<file path="src/design/bsrf_pkg.sv">
// Package for the burst sample ring FIFO: defaults, codes and state type.
`default_nettype none

package bsrf_pkg;

    localparam int DEF_RING_DEPTH   = 64;
    localparam int DEF_SAMPLE_WIDTH = 32;
    localparam int CFG_W            = 7;
    localparam int CNT_W            = 7;

    localparam logic [CFG_W-1:0] CAP_RESET = 7'd64;

    typedef enum logic [1:0] {
        ACT_WRITE = 2'd0,
        ACT_READ  = 2'd1,
        ACT_CLEAR = 2'd2,
        ACT_NONE  = 2'd3
    } action_t;

    typedef enum logic [1:0] {
        ST_OK      = 2'd0,
        ST_REJECT  = 2'd1,
        ST_EMPTY   = 2'd2,
        ST_CLEARED = 2'd3
    } status_t;

    typedef enum logic {
        FSM_IDLE,
        FSM_READ
    } fsm_t;

endpackage

`default_nettype wire

</file>
<file path="src/design/burst_sample_ring_fifo.sv">
// Burst sample ring FIFO: all-or-nothing write bursts, counted read runs.
// Latency: the first result of a beat appears in the cycle after the beat is accepted.
// Write, clear and empty-read beats leave busy low.
// A read of N samples gives min(N, fill) results in consecutive cycles, busy
// high while the reads after the first are issued; one memory read per result.
// Reset (rst_n low, async) empties the queue, capacity returns to 64.
`default_nettype none

module burst_sample_ring_fifo
    import bsrf_pkg::*;
#(
    parameter int RING_DEPTH   = DEF_RING_DEPTH,
    parameter int SAMPLE_WIDTH = DEF_SAMPLE_WIDTH
) (
    input  wire logic                    clk,
    input  wire logic                    rst_n,
    input  wire logic                    start,
    output logic                         busy,
    input  wire logic [1:0]              action,
    input  wire logic [SAMPLE_WIDTH-1:0] sample_bits,
    input  wire logic                    burst_first,
    input  wire logic [CNT_W-1:0]        count,
    input  wire logic                    cfg_we,
    input  wire logic [CFG_W-1:0]        cfg_data,
    output logic                         out_strobe,
    output logic [SAMPLE_WIDTH-1:0]      out_sample,
    output logic                         out_valid,
    output logic                         run_last,
    output logic [1:0]                   status,
    output logic [CNT_W-1:0]             fill_level
);

    localparam int PTR_W = (RING_DEPTH > 1) ? $clog2(RING_DEPTH) : 1;
    localparam int CW    = (PTR_W + 1 > CFG_W) ? PTR_W + 1 : CFG_W;

    logic [SAMPLE_WIDTH-1:0] mem [RING_DEPTH];

    fsm_t             state_reg, state_next;
    logic [PTR_W-1:0] rp_reg, rp_next;
    logic [PTR_W-1:0] cp_reg, cp_next;
    logic [PTR_W-1:0] sp_reg, sp_next;
    logic [CNT_W-1:0] fill_reg, fill_next;
    logic [CNT_W-1:0] brem_reg, brem_next;
    logic             brej_reg, brej_next;
    logic [CNT_W-1:0] open_reg, open_next;
    logic [CNT_W-1:0] rleft_reg, rleft_next;
    logic [CFG_W-1:0] cap_reg;
    logic             strobe_reg, strobe_next;
    logic             valid_reg, valid_next;
    logic             last_reg, last_next;
    status_t          status_reg, status_next;
    logic [SAMPLE_WIDTH-1:0] rd_data_reg;

    logic                    mem_we, mem_re;
    logic [PTR_W-1:0]        mem_waddr, mem_raddr;
    logic [CFG_W-1:0]        cap_eff;

    function automatic logic [PTR_W-1:0] adv(input logic [PTR_W-1:0] p,
                                             input logic [CFG_W-1:0] cap);
        logic [CW-1:0] n;
        n = CW'(p) + CW'(1);
        return (n >= CW'(cap)) ? '0 : n[PTR_W-1:0];
    endfunction

    always_comb
    begin
        if (cap_reg == '0)
            cap_eff = CFG_W'(1);
        else if (CW'(cap_reg) > CW'(RING_DEPTH))
            cap_eff = CFG_W'(RING_DEPTH);
        else
            cap_eff = cap_reg;
    end

    always_comb
    begin
        logic [CNT_W-1:0] space;
        logic [CNT_W-1:0] n_rd;
        logic [CNT_W-1:0] rem_v;
        logic [CNT_W-1:0] open_v;
        logic [PTR_W-1:0] sp_v;
        logic             do_store;

        state_next  = state_reg;
        rp_next     = rp_reg;
        cp_next     = cp_reg;
        sp_next     = sp_reg;
        fill_next   = fill_reg;
        brem_next   = brem_reg;
        brej_next   = brej_reg;
        open_next   = open_reg;
        rleft_next  = rleft_reg;
        strobe_next = 1'b0;
        valid_next  = 1'b0;
        last_next   = 1'b1;
        status_next = ST_OK;
        mem_we      = 1'b0;
        mem_waddr   = sp_reg;
        mem_re      = 1'b0;
        mem_raddr   = rp_reg;

        space    = (fill_reg >= cap_eff) ? '0 : cap_eff - fill_reg;
        n_rd     = (count < fill_reg) ? count : fill_reg;
        rem_v    = brem_reg;
        open_v   = open_reg;
        sp_v     = sp_reg;
        do_store = 1'b0;

        unique case (state_reg)
            FSM_IDLE:
            begin
                if (start)
                begin
                    unique case (action_t'(action))
                        ACT_WRITE:
                        begin
                            strobe_next = 1'b1;
                            if (burst_first)
                            begin
                                sp_v = cp_reg;
                                if (count == '0 || count > space)
                                begin
                                    brej_next   = (count != '0);
                                    rem_v       = (count != '0) ? count - CNT_W'(1) : '0;
                                    open_v      = '0;
                                    status_next = ST_REJECT;
                                end
                                else
                                begin
                                    brej_next = 1'b0;
                                    rem_v     = count;
                                    open_v    = count;
                                    do_store  = 1'b1;
                                end
                            end
                            else if (brem_reg == '0)
                            begin
                                status_next = ST_REJECT;
                            end
                            else if (brej_reg)
                            begin
                                rem_v = brem_reg - CNT_W'(1);
                                if (rem_v == '0)
                                    brej_next = 1'b0;
                                status_next = ST_REJECT;
                            end
                            else
                            begin
                                do_store = 1'b1;
                            end

                            if (do_store)
                            begin
                                mem_we    = 1'b1;
                                mem_waddr = sp_v;
                                sp_v      = adv(sp_v, cap_eff);
                                rem_v     = rem_v - CNT_W'(1);
                                if (rem_v == '0)
                                begin
                                    cp_next   = sp_v;
                                    fill_next = fill_reg + open_v;
                                    open_v    = '0;
                                end
                            end
                            sp_next   = sp_v;
                            brem_next = rem_v;
                            open_next = open_v;
                        end
                        ACT_READ:
                        begin
                            strobe_next = 1'b1;
                            if (n_rd == '0)
                            begin
                                status_next = ST_EMPTY;
                            end
                            else
                            begin
                                mem_re     = 1'b1;
                                valid_next = 1'b1;
                                last_next  = (n_rd == CNT_W'(1));
                                rp_next    = adv(rp_reg, cap_eff);
                                fill_next  = fill_reg - CNT_W'(1);
                                rleft_next = n_rd - CNT_W'(1);
                                if (n_rd != CNT_W'(1))
                                    state_next = FSM_READ;
                            end
                        end
                        ACT_CLEAR:
                        begin
                            strobe_next = 1'b1;
                            status_next = ST_CLEARED;
                            rp_next     = '0;
                            cp_next     = '0;
                            sp_next     = '0;
                            fill_next   = '0;
                            brem_next   = '0;
                            brej_next   = 1'b0;
                            open_next   = '0;
                        end
                        ACT_NONE:
                        begin
                            strobe_next = 1'b0;
                        end
                        default:
                        begin
                            strobe_next = 1'b0;
                        end
                    endcase
                end
            end
            FSM_READ:
            begin
                strobe_next = 1'b1;
                mem_re      = 1'b1;
                valid_next  = 1'b1;
                last_next   = (rleft_reg == CNT_W'(1));
                rp_next     = adv(rp_reg, cap_eff);
                fill_next   = fill_reg - CNT_W'(1);
                rleft_next  = rleft_reg - CNT_W'(1);
                if (rleft_reg == CNT_W'(1))
                    state_next = FSM_IDLE;
            end
            default:
            begin
                state_next = FSM_IDLE;
            end
        endcase
    end

    always_ff @(posedge clk or negedge rst_n)
    begin
        if (!rst_n)
        begin
            state_reg  <= FSM_IDLE;
            rp_reg     <= '0;
            cp_reg     <= '0;
            sp_reg     <= '0;
            fill_reg   <= '0;
            brem_reg   <= '0;
            brej_reg   <= 1'b0;
            open_reg   <= '0;
            rleft_reg  <= '0;
            cap_reg    <= CAP_RESET;
            strobe_reg <= 1'b0;
            valid_reg  <= 1'b0;
            last_reg   <= 1'b0;
            status_reg <= ST_OK;
        end
        else
        begin
            state_reg  <= state_next;
            rp_reg     <= rp_next;
            cp_reg     <= cp_next;
            sp_reg     <= sp_next;
            fill_reg   <= fill_next;
            brem_reg   <= brem_next;
            brej_reg   <= brej_next;
            open_reg   <= open_next;
            rleft_reg  <= rleft_next;
            strobe_reg <= strobe_next;
            valid_reg  <= valid_next;
            last_reg   <= last_next;
            status_reg <= status_next;
            if (cfg_we)
                cap_reg <= cfg_data;
        end
    end

    // sample memory, one write and one registered read per cycle
    always_ff @(posedge clk)
    begin
        if (mem_we)
            mem[mem_waddr] <= sample_bits;
        if (mem_re)
            rd_data_reg <= mem[mem_raddr];
    end

    assign busy       = (state_reg == FSM_READ);
    assign out_strobe = strobe_reg;
    assign out_valid  = valid_reg;
    assign out_sample = valid_reg ? rd_data_reg : '0;
    assign run_last   = last_reg;
    assign status     = status_reg;
    assign fill_level = fill_reg;

endmodule

`default_nettype wire

</file>
<file path="config.mk">
export PLATFORM = sky130hd
export DESIGN_NAME = burst_sample_ring_fifo
export DESIGN_NICKNAME = d
export VERILOG_FILES = /design/src/design/bsrf_pkg.sv /design/src/design/burst_sample_ring_fifo.sv
export SDC_FILE = /design/constraint.sdc
export NUM_CORES = 2
export LEC_CHECK = 0
export BUFFER_PORTS_ARGS = -buffer_cell sky130_fd_sc_hd__buf_2
export CAP_MARGIN = 5
export CELL_PAD_IN_SITES_DETAIL_PLACEMENT = 0
export CELL_PAD_IN_SITES_GLOBAL_PLACEMENT = 1
export CORE_MARGIN = 10
export CORE_UTILIZATION = 55
export CTS_CLUSTER_SIZE = 20
export DETAILED_ROUTE_END_ITERATION = 8
export GPL_ROUTABILITY_DRIVEN = 0
export MAX_ROUTING_LAYER = met4
export PLACE_DENSITY_LB_ADDON = 0.1
export SETUP_SLACK_MARGIN = 0.2
export SYNTH_ARGS = -nofsm -noshare
export SYNTH_HDL_FRONTEND = slang
export SYNTH_SLANG_ARGS = --single-unit
</file>
<file path="constraint.sdc">
create_clock -name clk -period 8.2 [get_ports clk]
set_input_delay 0.82 -clock clk [delete_from_list [all_inputs] [get_ports clk]]
set_output_delay 0.82 -clock clk [all_outputs]
set_load 0.02 [all_outputs]
</file>
==> impl_metrics.tcl <==
set metrics [dict create \
    syn-num-nets 4701 \
    syn_area_mm2 0.0853 \
    htreeDepth 4 \
    synth.area.top_cells "edfxtp_1, mux4_2, mux2i_1" \
    max-clock-path-buffers 3 \
    cts.sinks 2140 \
    use_met1 0.415 \
    via_count 45900 \
    path_clk_slew_ns 0.06 \
    worst_clock_skew_ns 0.0383 \
    setup_tns_ns 0 \
    cts-root-buf "clkbuf_16" \
    final_util 0.624 \
    cp-end-kind "flop" \
    power_leakage_nw 31.1 \
    grtUsageMet3 0.0468 \
    drive_gt1_frac 0.212 \
    grt_remaining_overflow 0 \
    synthCells 4586 \
    cpPeakStageDelay_ns 0.55 \
    start_util 0.553 \
    ys.warnings.count 0 \
    insertion_delay_ns 0.85 \
    ys_ff_latch 2140 \
    p_sw_frac 0.343 \
    nets 4909 \
    met2_usage 0.435 \
    grt_pass1_vias 43800 \
    cp-start-kind "flop" \
    setup_viol 0 \
    post_cts_buffers 0 \
    final-hold-violation-count 0 \
    postCtsHoldBufs 0 \
    power_mw 32.2 \
    post-place-ws_ns 1.18 \
    timing.final.crit_share 0.875 \
    post_dp_cell_area_mm2 0.0895 \
    numCtsBuffers 213 \
    yosys_most_used_dff "edfxtp_1" \
    grtUsageTotal 0.290 \
    layout_min_cycle_time_ns 7.18 \
    portBuffers 97 \
    critPathArrivalTime_ns 7.92 \
    drtAntennaViolNets 0 \
    crit_slowest_cell "or4_1" \
    die_w_um 414 \
    hp-class "in2async" \
    synth-edff-count 2080 \
    syn_avg_cell_area_um2 18.6 \
    final_area_mm2 0.0963 \
    final_max_slew_viol_count 0 \
    status "completed" \
    dr.pass1.iters 6 \
    largest_reg_flops 2048 \
    wl_per_cell_um 34.1 \
    ioPinCount 98 \
    ir_drop_uv 332 \
    rows 144 \
    cp_common_cell "a21o_1" \
    synth_top_area_frac 0.732 \
    drc 0 \
    cts_tree "built" \
    clkPwrFrac 0.292 \
    maxCapViolCount 0 \
    synth.distinct_cells 68 \
    grt_setup_unrepaired "false" \
    worst_slew_pin_slew_ns 1.28 \
    required_ns 8.95 \
    slew_headroom 0.145 \
    grt_pass1_wl_um 340000 \
    first_iter_violations 6359 \
    via_per_inst 6.52 \
    fp.dieH_um 414 \
    fmax_mhz 139 \
    crit_path_max_fanout 15 \
    ctsResizeCount 0 \
    critPathKind "reg2reg" \
    p_sw_mw 11.1 \
    power.density_mw_per_mm2 335 \
    drt-total-wl_um 240000 \
    synthArstFlopShare 0.0280 \
    synth_top_cell_by_area "edfxtp_1" \
    p_comb_frac 0.318 \
    ys_seq_area_frac 0.749 \
    nFillCells 11000 \
    die-area_mm2 0.171 \
    timing.final.ws_setup_ns 1.02 \
    intPower_mw 21.1 \
    antenna_found_initial 21 \
    coreArea_mm2 0.154 \
    area_delta_synth_final_pct 12.8 \
    grt_max_degree 130 \
    p_seq_frac 0.390 \
    detailed_place_hpwl_um 146000 \
    busiest_layer "met2" \
]
-- path summary, 6_finish.rpt --
path                                   startpoint                   endpoint  slack (ns)  cells past startpoint
max                        cap_reg[4]$_DFFE_PN0P_  fill_level[3]$_DFFE_PN0P_        1.02                     31
min                                         rst_n       out_strobe$_DFF_PN0_        0.15                      2
max reg2reg                cap_reg[4]$_DFFE_PN0P_  fill_level[3]$_DFFE_PN0P_        1.02                     31
min reg2reg                 sp_reg[1]$_DFFE_PN0P_      sp_reg[1]$_DFFE_PN0P_        0.48                      2
max in group asynchronous                   rst_n   mem_raddr[3]$_DFFE_PN0P_        7.41                      2
min in group clk                   sample_bits[2]       mem[63][2]$_DFFE_PP_        0.23                      1
-- kinds of logic after synthesis --
| kind of cell | count (synthesis) | synth area share |
|---|---|---|
| AOI/OAI and AO/OA | 799 | 0.0585 |
| DFF | 2140 | 0.749 |
| buffers and inverters | 289 | 0.0130 |
| adders and majority gates | 62 | 0.00927 |
| muxes | 816 | 0.142 |
| and+or+nand+nor | 434 | 0.0228 |
| xor gates and xnor gates | 46 | 0.00472 |
-- synthesized netlist by cell type (38+ instances only) --
| library cell | n |
|---|---|
| ha_1 | 60 |
| a21oi_1 | 278 |
| mux4_2 | 305 |
| edfxtp_1 | 2080 |
| clkbuf_1 | 185 |
| mux2i_1 | 382 |
| nand2_1 | 185 |
| o22ai_1 | 132 |
| mux2_2 | 129 |
| inv_1 | 38 |
| buf_1 | 57 |
| nor2_1 | 114 |
| o221ai_1 | 122 |
| o21ai_0 | 150 |
| dfrtp_1 | 59 |
-- per-stage QoR --
step	instances	hold WS, ns
5_1_grt	7021	0.201
4_1_cts	7016	0.127
3_5_place_dp	6623	0.463
3_3_place_gp	6623	0.465
6_report	7028	0.150
2_1_floorplan	4586	0.442
-- metal layers --
layer	wire length, um	vias up
met4	7060	0
met1	98300	24100
met3	22000	309
met5	0	-
li1	-	19200
met2	113000	2320
-- power by group through the flow --
stage	combinational (mW)	clock [mW]	sequential, mW
6_report	10.3	9.40	12.6
2_1_floorplan	6.16	0	12.6
3_5_place_dp	10.2	0	12.8
3_3_place_gp	10.2	0	12.8
5_1_grt	10.7	9.95	12.6
4_1_cts	10.2	9.52	12.6
-- critical path: cells and delay by family (launching register included) --
family / cells / cell delay, ns
xor+xnor: 2 / 0.29
simple gates: 8 / 2.13
flops: 1 / 0.39
buf+inv: 1 / 0.22
fa+ha+maj: 3 / 0.92
compound gates: 17 / 3.12
-- area by class of cell --
class / count / area (um2) / share of cell area
Antenna cell: 12 / 30.0 / 0.000312
Inverter: 40 / 150 / 0.00156
Clock inverter: 128 / 1090 / 0.0114
Sequential cell: 2140 / 64000 / 0.665
Tap cell: 2044 / 2560 / 0.0266
Clock buffer: 265 / 5620 / 0.0584
Timing Repair Buffer: 242 / 2050 / 0.0213
Multi-Input combinational cell: 2157 / 20800 / 0.216
-- cell usage in the layout, fill, tap and decap left out, types with 37 or more instances in the layout --
cell / n
mux2i_1: 382
clkbuf_1: 45
buf_2: 65
edfxtp_1: 2080
mux4_2: 305
a21oi_1: 278
mux2_2: 129
ha_1: 60
nor2_1: 54
clkinv_1: 60
buf_4: 145
o22ai_1: 132
dfrtp_1: 52
o21ai_0: 149
clkbuf_16: 215
nor2_4: 60
clkinv_2: 37
inv_1: 38
o221ai_1: 122
nand2_1: 183
(Power assumes the default switching activity.)
